==> config.mk <==
export PLATFORM = sky130hd
export DESIGN_NAME = radix_integer_to_ascii
export DESIGN_NICKNAME = d
export VERILOG_FILES = /design/src/rtl/r2a_pkg.sv /design/src/rtl/r2a_cell.sv /design/src/rtl/radix_integer_to_ascii.sv
export SDC_FILE = /design/constraint.sdc
export NUM_CORES = 2
export LEC_CHECK = 0
export ABC_AREA = 1
export BUFFER_PORTS_ARGS = -buffer_cell sky130_fd_sc_hd__buf_2
export CAP_MARGIN = 15
export CORE_UTILIZATION = 45
export DETAILED_ROUTE_END_ITERATION = 10
export GPL_TIMING_DRIVEN = 0
export PLACE_DENSITY = 0.71
export RECOVER_POWER = 50
export REMOVE_ABC_BUFFERS = 1
export SYNTH_ARGS = -nofsm -noshare
export SYNTH_HDL_FRONTEND = slang
export SYNTH_SLANG_ARGS = --single-unit
export TNS_END_PERCENT = 100
==> constraint.sdc <==
create_clock -name clk -period 12 [get_ports clk]
set_input_delay 1.2 -clock clk [delete_from_list [all_inputs] [get_ports clk]]
set_output_delay 1.2 -clock clk [all_outputs]
set_load 0.01 [all_outputs]
==> src/rtl/r2a_pkg.sv <==
// shared types, constants and the digit-to-ascii mapping for the radix converter
// no dependencies
`timescale 1ns / 1ps

package r2a_pkg;

  localparam int DIGIT_W = 6;
  localparam int CHAR_W  = 7;

  localparam logic [DIGIT_W-1:0] RADIX_MIN   = 6'd2;
  localparam logic [DIGIT_W-1:0] RADIX_MAX   = 6'd36;
  localparam logic [DIGIT_W-1:0] RADIX_RESET = 6'd10;
  localparam logic [DIGIT_W-1:0] DEC_DIGITS  = 6'd10;

  // '0' and ('a' - 10)
  localparam logic [CHAR_W-1:0] ASCII_ZERO    = 7'd48;
  localparam logic [CHAR_W-1:0] ASCII_LETTERS = 7'd87;
  localparam logic [CHAR_W-1:0] ASCII_NUL     = 7'd0;

  typedef enum logic [3:0] {
    S_IDLE = 4'b0001,
    S_ACC  = 4'b0010,
    S_EMIT = 4'b0100,
    S_BAD  = 4'b1000
  } state_t;

  // control shared by every digit cell
  typedef struct packed {
    logic               clear;
    logic               shift;
    logic [DIGIT_W-1:0] radix;
  } cell_ctrl_t;

  function automatic logic [CHAR_W-1:0] to_ascii(input logic [DIGIT_W-1:0] d);
    logic [CHAR_W-1:0] dx;
    dx = {1'b0, d};
    if (d < DEC_DIGITS) begin
      return ASCII_ZERO + dx;
    end
    return ASCII_LETTERS + dx;
  endfunction

endpackage

==> src/rtl/r2a_cell.sv <==
// one digit cell of the systolic radix accumulator: digit <- 2*digit + carry mod radix
// depends on r2a_pkg
`timescale 1ns / 1ps

module r2a_cell (
  input  logic                        clk,
  input  logic                        rst,
  input  r2a_pkg::cell_ctrl_t         ctrl,
  input  logic                        step_in,
  input  logic                        carry_in,
  input  logic [r2a_pkg::DIGIT_W-1:0] shift_in,
  output logic                        step_out,
  output logic                        carry_out,
  output logic [r2a_pkg::DIGIT_W-1:0] digit
);

  logic [r2a_pkg::DIGIT_W:0]   twice;
  logic [r2a_pkg::DIGIT_W:0]   radix_x;
  logic                        wrap;
  logic [r2a_pkg::DIGIT_W:0]   reduced;

  // digit stays below radix, so one subtract is enough
  assign twice   = {digit, carry_in};
  assign radix_x = {1'b0, ctrl.radix};
  assign wrap    = (twice >= radix_x);
  assign reduced = wrap ? (twice - radix_x) : twice;

  always_ff @(posedge clk) begin
    if (rst) begin
      step_out <= 1'b0;
    end else begin
      step_out <= step_in;
    end
  end

  always_ff @(posedge clk) begin
    carry_out <= wrap && step_in;
    if (ctrl.clear) begin
      digit <= '0;
    end else if (step_in) begin
      digit <= reduced[r2a_pkg::DIGIT_W-1:0];
    end else if (ctrl.shift) begin
      digit <= shift_in;
    end
  end

endmodule

==> src/rtl/radix_integer_to_ascii.sv <==
// top level of the integer to ascii converter: control, input shifter, cell row, output beat
// depends on r2a_pkg and r2a_cell
`timescale 1ns / 1ps

// Converts an unsigned integer (low VALUE_BITS bits of value) into its digits in the base
// held in the radix register (written through cfg_wr_en / cfg_wr_data, reset 10), as
// lower-case ascii, most significant digit first, last set on the final beat. Zero gives
// the single digit '0'. A radix outside 2..36 gives one beat with digit_char 0, last 1 and
// bad_base 1. The value is shifted in msb first, one bit per cycle, into a row of
// VALUE_BITS digit cells; each bit ripples up the row one cell per cycle. The row is
// then shifted out one digit per cycle while the output is not stalled, with leading
// zeros dropped. The next value is taken while the last beat of the previous one still
// waits in the output register.

module radix_integer_to_ascii #(
  parameter int VALUE_BITS = 64
) (
  input  logic                        clk,
  input  logic                        rst,
  input  logic                        cfg_wr_en,
  input  logic [r2a_pkg::DIGIT_W-1:0] cfg_wr_data,
  input  logic                        in_valid,
  output logic                        in_ready,
  input  logic [63:0]                 value,
  output logic                        out_valid,
  input  logic                        out_ready,
  output logic [r2a_pkg::CHAR_W-1:0]  digit_char,
  output logic                        last,
  output logic                        bad_base
);

  localparam int CW = $clog2(VALUE_BITS + 1);
  localparam logic [CW-1:0] TOP_IDX = CW'(VALUE_BITS - 1);
  localparam logic [CW-1:0] N_BITS  = CW'(VALUE_BITS);

  r2a_pkg::state_t             state;
  r2a_pkg::state_t             state_next;
  logic [r2a_pkg::DIGIT_W-1:0] radix;
  logic [VALUE_BITS-1:0]       shifter;
  logic [CW-1:0]               cnt;
  logic                        started;

  r2a_pkg::cell_ctrl_t         ctrl;
  logic [VALUE_BITS:0]         step;
  logic [VALUE_BITS-1:0]       carry;
  logic [r2a_pkg::DIGIT_W-1:0] dig [VALUE_BITS];

  logic in_fire;
  logic radix_bad;
  logic slot_free;
  logic feeding;
  logic acc_done;
  logic emit_now;
  logic [r2a_pkg::DIGIT_W-1:0] top_digit;

  assign in_ready  = (state == r2a_pkg::S_IDLE);
  assign in_fire   = in_valid && in_ready;
  assign radix_bad = (radix < r2a_pkg::RADIX_MIN) || (radix > r2a_pkg::RADIX_MAX);
  assign slot_free = !out_valid || out_ready;
  assign feeding   = (state == r2a_pkg::S_ACC) && (cnt < N_BITS);
  // last cell has taken its final step once its token is out and the one below is empty
  assign acc_done  = step[VALUE_BITS] && !step[VALUE_BITS-1];
  assign top_digit = dig[VALUE_BITS-1];
  // leading zeros are dropped, but the lowest digit always goes out
  assign emit_now  = started || (top_digit != '0) || (cnt == TOP_IDX);

  assign ctrl.clear = in_fire && !radix_bad;
  assign ctrl.shift = (state == r2a_pkg::S_EMIT) && slot_free;
  assign ctrl.radix = radix;

  // bit feed into the bottom of the row, msb first
  assign step[0]  = feeding;
  assign carry[0] = shifter[VALUE_BITS-1];

  for (genvar i = 0; i < VALUE_BITS; i++) begin : g_cell
    logic [r2a_pkg::DIGIT_W-1:0] below;
    if (i == 0) begin : g_bottom
      assign below = '0;
    end else begin : g_upper
      assign below = dig[i-1];
    end
    if (i < VALUE_BITS - 1) begin : g_mid
      r2a_cell u_cell (
        .clk       (clk),
        .rst       (rst),
        .ctrl      (ctrl),
        .step_in   (step[i]),
        .carry_in  (carry[i]),
        .shift_in  (below),
        .step_out  (step[i+1]),
        .carry_out (carry[i+1]),
        .digit     (dig[i])
      );
    end else begin : g_top
      // the value always fits the row, so the top carry is always zero
      r2a_cell u_cell (
        .clk       (clk),
        .rst       (rst),
        .ctrl      (ctrl),
        .step_in   (step[i]),
        .carry_in  (carry[i]),
        .shift_in  (below),
        .step_out  (step[i+1]),
        .carry_out (),
        .digit     (dig[i])
      );
    end
  end

  always_comb begin
    state_next = state;
    case (state)
      r2a_pkg::S_IDLE: begin
        if (in_fire) begin
          state_next = radix_bad ? r2a_pkg::S_BAD : r2a_pkg::S_ACC;
        end
      end
      r2a_pkg::S_ACC: begin
        if (acc_done) begin
          state_next = r2a_pkg::S_EMIT;
        end
      end
      r2a_pkg::S_EMIT: begin
        if (slot_free && (cnt == TOP_IDX)) begin
          state_next = r2a_pkg::S_IDLE;
        end
      end
      r2a_pkg::S_BAD: begin
        if (slot_free) begin
          state_next = r2a_pkg::S_IDLE;
        end
      end
      default: state_next = r2a_pkg::S_IDLE;
    endcase
  end

  // control registers
  always_ff @(posedge clk) begin
    if (rst) begin
      state     <= r2a_pkg::S_IDLE;
      radix     <= r2a_pkg::RADIX_RESET;
      out_valid <= 1'b0;
    end else begin
      state <= state_next;
      if (cfg_wr_en) begin
        radix <= cfg_wr_data;
      end
      if ((state == r2a_pkg::S_BAD) && slot_free) begin
        out_valid <= 1'b1;
      end else if ((state == r2a_pkg::S_EMIT) && slot_free && emit_now) begin
        out_valid <= 1'b1;
      end else if (out_ready) begin
        out_valid <= 1'b0;
      end
    end
  end

  // datapath and sequencing counters
  always_ff @(posedge clk) begin
    if (in_fire) begin
      shifter <= value[VALUE_BITS-1:0];
      cnt     <= '0;
    end else if (feeding) begin
      shifter <= {shifter[VALUE_BITS-2:0], 1'b0};
      cnt     <= cnt + CW'(1);
    end else if ((state == r2a_pkg::S_ACC) && acc_done) begin
      cnt     <= '0;
      started <= 1'b0;
    end else if (ctrl.shift) begin
      cnt     <= cnt + CW'(1);
      started <= started || emit_now;
    end

    if ((state == r2a_pkg::S_BAD) && slot_free) begin
      digit_char <= r2a_pkg::ASCII_NUL;
      last       <= 1'b1;
      bad_base   <= 1'b1;
    end else if (ctrl.shift && emit_now) begin
      digit_char <= r2a_pkg::to_ascii(top_digit);
      last       <= (cnt == TOP_IDX);
      bad_base   <= 1'b0;
    end
  end

endmodule
Yosys cells after proc, flatten, opt, wreduce, memory -nomap -nowiden
Index checks and enable logic that the tools add are counted.
- reductions and logical operators: 151
- magnitude comparators: 68
- bitwise operators: 2
- $add $sub $neg: 67
- eq/ne operators: 9
- muxes and demuxes: 212
- operator list (kind ; count):
    2-to-1 mux 6 bit ; 192
    greater-or-equal comparator 7 x 6 -> 1 bit ; 64
    subtractor 6 bit ; 64
    nonzero test 2 bit ; 66
    2-to-1 mux 64 bit ; 2
    logical AND 1 bit ; 72
    2-to-1 mux 7 bit ; 5
    2-to-1 mux 4 bit ; 5
    one-hot mux 4 bit (4 select lines) ; 1
    adder 6 x 6 -> 7 bit (first input constant) ; 1
    adder 7 x 1 -> 7 bit (second input constant) ; 1
    adder 7 x 6 -> 7 bit (first input constant) ; 1
    == test 7 x 6 -> 1 bit (second input constant) ; 1
    less-than comparator 7 bit (second input constant) ; 1
    2-to-1 mux 1 bit ; 7
    > comparator 6 bit (second input constant) ; 1
    less-than comparator 6 x 2 -> 1 bit (second input constant) ; 1
    less-than comparator 6 x 4 -> 1 bit (second input constant) ; 1
    nonzero test 3 bit ; 2
    nonzero test 6 bit ; 1
    logical OR 1 bit ; 5
    == test 4 x 1 -> 1 bit (second input constant) ; 1
    == test 4 x 2 -> 1 bit (second input constant) ; 1
    == test 4 x 3 -> 1 bit (second input constant) ; 1
    7 further kinds ; 12
- input port bits: 75
- word-level logic and storage cells: 709
- register bits: 603

Longest topological paths before layout
- depth in word-level cells: 7
- gate-level depth with buffers: 13
- mapped depth without buffers: 13

By module
From an unflattened synthesis, not the netlist that was laid out.
- cell total of the unflattened synthesis: 7722
- area, all modules: 56947.1 µm²
- modules (own cells, without submodules) (module ; instances ; cells each ; sequential area each (µm²) ; area each (µm²)):
    r2a_cell ; 64 ; 113 ; 160.2 ; 823.3
    radix_integer_to_ascii ; 1 ; 490 ; 2492.4 ; 4256.6

Least setup slack after synthesis
No wires, ideal clock.
- path kind: register -> register
- start: register radix[1] (netlist bit)
- end: register g_cell[0].g_mid.u_cell.digit[3] (netlist bit)
- clock period less this slack: 7.253 ns
- required time: 11.880 ns
- cell stages (with the launch flop): 10
- path buffers: 0
- slack: 4.747 ns
- arrival time: 7.133 ns
- cell sequence: dfxtp_1 -> inv_1 -> ha_1 -> nand2_1 -> o21ai_0 -> nand2_1 -> nand3_1 -> nand2_1 -> nand3_1 -> a21oi_1
- cells in the longest elaborated chain, start to end: 4
- elaborated cells between the ends (all ways): 9
- ends and longest elaborated chain (item ; RTL line ; source):
    start, declared ; radix_integer_to_ascii.sv:38 ; logic [r2a_pkg::DIGIT_W-1:0] radix;
    start signal, assigned ; radix_integer_to_ascii.sv:141 ; radix <= r2a_pkg::RADIX_RESET;
    start signal, assigned ; radix_integer_to_ascii.sv:146 ; radix <= cfg_wr_data;
    parallel branches: the longest is 4 deep, another holds subtractor 6 bit ; n/a ;
    end signal, assigned ; r2a_cell.sv:41 ; digit <= reduced[r2a_pkg::DIGIT_W-1:0];
    end signal, assigned ; r2a_cell.sv:43 ; digit <= shift_in;
    end, declared ; r2a_cell.sv:14 ; output logic [r2a_pkg::DIGIT_W-1:0] digit
Several ways; the timed one is not identified.
A chain may end at the register's enable or synchronous reset.

Worst setup path in the final report
Ends and elaborated chain as after synthesis.

==> flow_summary.yaml <==
synthesis:
  synth-main-ff-cell: "dfxtp_1"
  synth_top_area_cell: "dfxtp_1"
  ys_async_sr_fraction_pct: 0
  synth-simple-area-share_pct: 32.5
  synthXorXnorAreaFrac_pct: 2.59
  synth_fa_ha_area_share_pct: 14.8
  ys_types: 36
  synth_top_family_by_area: "simple AND/OR/NAND/NOR gates"
  synth_edf_count: 65
  ys_ff_latch: 603
  yosys-top-cells-area: "dfxtp_1 (23%), nand2_1 (13%), ha_1 (12%)"
  synth_compound_area_share_pct: 14.2
  synth.cell_area_um2: 47000
  yosysSeqAreaShare_pct: 27.0
  synth.area.mux_share_pct: 0
  syn_area_per_cell_um2: 6.66
  synth_top_area_share_pct: 22.9
  yosysWarnings: 0
  synthCells: 7059
floorplan:
  die_w_um: 325
  initial_core_util_pct: 45.4
  num_rows: 118
  core_area_um2: 104000
  die_height_um: 325
  dieArea_um2: 106000
  io_pins: 86
drt:
  vias: 46500
  routedWlPerCell_um: 14.5
  drcViolationCount: 0
  drt_iter0_drc: 3388
  wl_mm: 124
  drt-pass1-iter-count: 8
  vias_per_cell: 5.45
  ant_nets: 0
power:
  sw_frac_of_total_pct: 28.2
  max-vdd-ir-drop_uv: 108
  leakagePower_nw: 24.8
  p_comb_share_pct: 14.9
  p_clk_share_pct: 44.4
  switchingPower_mw: 1.48
  intPower_mw: 3.76
  p_seq_share_pct: 40.7
  powerDensity_nw_per_um2: 102
sta:
  fin_crit_sh_pct: 60.2
  finClkSkew_ns: 0.0271
  setup_tns_ns: 0
  max_freq_mhz: 138
  rsz0062_at_grt: "no"
  finalHoldViolCount: 0
  relSlewSlack_pct: -87.8
  worstMarginPinSlew_ns: 2.82
  period_needed_ns: 7.22
  slew_violations: 281
  setup_violations: 0
setup_path:
  crit_required_ns: 12.52
  criticalPathCategory: "reg2reg"
  startpoint_type: "flop"
  crit_fanout: 34
  rr_startpoint: "radix[1]"
  critical_path_arrival_ns: 7.75
  r2r_cells: 11
  r2r_setup_slack_ns: 4.78
  critPathCaptureType: "flop"
  rr_endpoint: "g_cell[0].g_mid.u_cell.digit[3]"
worst_hold_path:
  hold_path_depth: 2
  worstHoldStart: "bad_base"
  min_path_type: "reg2reg"
  hold_end: "bad_base"
final_layout:
  num-nets-final: 7693
  stdcell_area_um2: 51400
  n_antenna_cell: 0
  synthToLayoutAreaGrowth_pct: 9.28
  drive_gt1_share_pct: 4.90
  layout_commonest_cell: "nand2_1"
  nFillCells: 10300
  final_cell_mix: "nand2_1 (1673), inv_1 (919), o21ai_0 (736), nand3_1 (722), dfxtp_1 (537)"
job:
  maxCapViolations: 7
placed_design:
  finalWeightedCongestion: 0.875
  place_area_um2: 49100
  portBuffers: 85
  place_hpwl_mm: 83.2
clock_tree:
  cts_resized: 0
  cts_setup_buffers: 0
  clockBufferDepth: 3
  cts_htree_levels: 3
  cts_hold_buf: 0
  cts.sink_count: 603
  cts_root_buffer: "clkbuf_16"
  path_clk_slew_ns: 0.06
  cts_tree: "done"
  clk-insertion-delay-late_ns: 0.65
  cts-buffers-inserted: 73
grt:
  grt_pass1_wl_mm: 207
  grt_max_degree: 158
  grt.total_usage_pct: 22.7
  gr-total-overflow: 0
  antenna_found_initial: 0
  grt_pass1_vias: 43100
outcome:
  violations: "max-capacitance violations, max-slew violations"
  status: "finished, violations left"
## per-stage QoR
| step | hold WS (ns) | util [%] | setup slack [ns] | std cells | total power [mW] |
|---|---|---|---|---|---|
| after detailed placement | 0.429 | 47.4 | 7.75 | 8404 | 2.95 |
| after floorplan | 0.457 | - | 3.21 | 6921 | 2.72 |
| after CTS | 0.445 | 49.8 | 8.30 | 8540 | 5.29 |
| after global placement | 0.426 | 46.9 | -9.28 | 8386 | 2.91 |
| after global routing | 0.472 | 49.6 | 4.32 | 8541 | 5.47 |
| final | 0.450 | 49.6 | 4.78 | 8541 | 5.24 |
## flip-flops by register name, indices dropped and copies added (netlist names)
signal                         count
digit_char                         7
started                            1
g_cell.g_mid.u_cell.carry_out     63
shifter                           64
state                              4
cnt                                7
g_cell.g_top.u_cell.step_out       1
last                               1
g_cell.g_mid.u_cell.digit        378
g_cell.g_top.u_cell.digit          6
out_valid                          1
bad_base                           1
g_cell.g_mid.u_cell.step_out      63
radix                              6
## kinds of logic after synthesis
family | after synthesis
AOI/OAI and AO/OA | 1315
xor gates and xnor gates | 139
adders and majority gates | 518
buffers and inverters | 1092
DFF | 603
and+or+nand+nor | 3392
## how the worst max path moves through the flow
stage / start / end / cells past startpoint
finish: radix[1] / g_cell[0].g_mid.u_cell.digit[3] / 11
detailed placement: in_valid / g_cell[17].g_mid.u_cell.digit[1] / 10
global route: radix[1] / g_cell[17].g_mid.u_cell.digit[4] / 10
CTS: radix[1] / g_cell[51].g_mid.u_cell.digit[1] / 10
floorplan: radix[1] / g_cell[10].g_mid.u_cell.digit[5] / 7
global placement: radix[1] / g_cell[55].g_mid.u_cell.digit[5] / 7
## synth_stat cells, types with 2 or more instances
library cell	n
ha_1	454
nor3_1	73
dfxtp_1	538
buf_6	2
inv_1	923
edfxtp_1	65
nand4_1	337
o21ai_1	49
and2_1	10
o21bai_1	3
nor2_1	394
a31oi_1	8
buf_2	52
a21oi_2	18
nand3_1	695
clkinv_1	28
nand2_2	12
nand2_1	1673
xnor2_1	59
nor2_2	4
inv_2	3
xor2_1	80
buf_4	4
nand3_2	28
o21ai_0	736
fa_1	64
nand3b_1	56
or2_2	106
clkbuf_1	73
buf_1	7
a21oi_1	500
## cell type report
cell class	count	area [um^2]	area share (%)
Clock inverter	34	420	0.818
Multi-Input combinational cell	5364	30000	58.3
Timing Repair Buffer	104	848	1.65
Sequential cell	603	12700	24.8
Clock buffer	102	2090	4.06
Inverter	954	3600	7.01
Tap cell	1380	1730	3.36
## critical path, cell delays in order, from the launching register on
cell and delay (ns):
dfxtp_1 1.88, buf_16 0.33, clkinvlp_2 2.14, buf_16 0.88
ha_1 0.39, nand2_1 0.07, o21ai_0 0.44, nand2_1 0.30
nand3_1 0.29, nand2_1 0.10, nand3_1 0.07, a21oi_1 0.06
## layer usage
metal	global-route usage [%]	vias up	part of all wire [%]
met5	0	-	0
met4	6.54	0	2.2
met3	2.67	212	5.2
met2	37.5	1120	45
met1	31.0	21400	47
li1	-	23800	-
## power by group through the flow
stage	Clock (mW)	Sequential [mW]	Combinational, mW
after floorplan	0	2.18	0.543
after global placement	0	2.19	0.721
after detailed placement	0	2.17	0.775
after CTS	2.37	2.13	0.781
after global routing	2.45	2.14	0.884
final	2.33	2.13	0.781
Note: power is estimated with default switching activity, not from simulation.
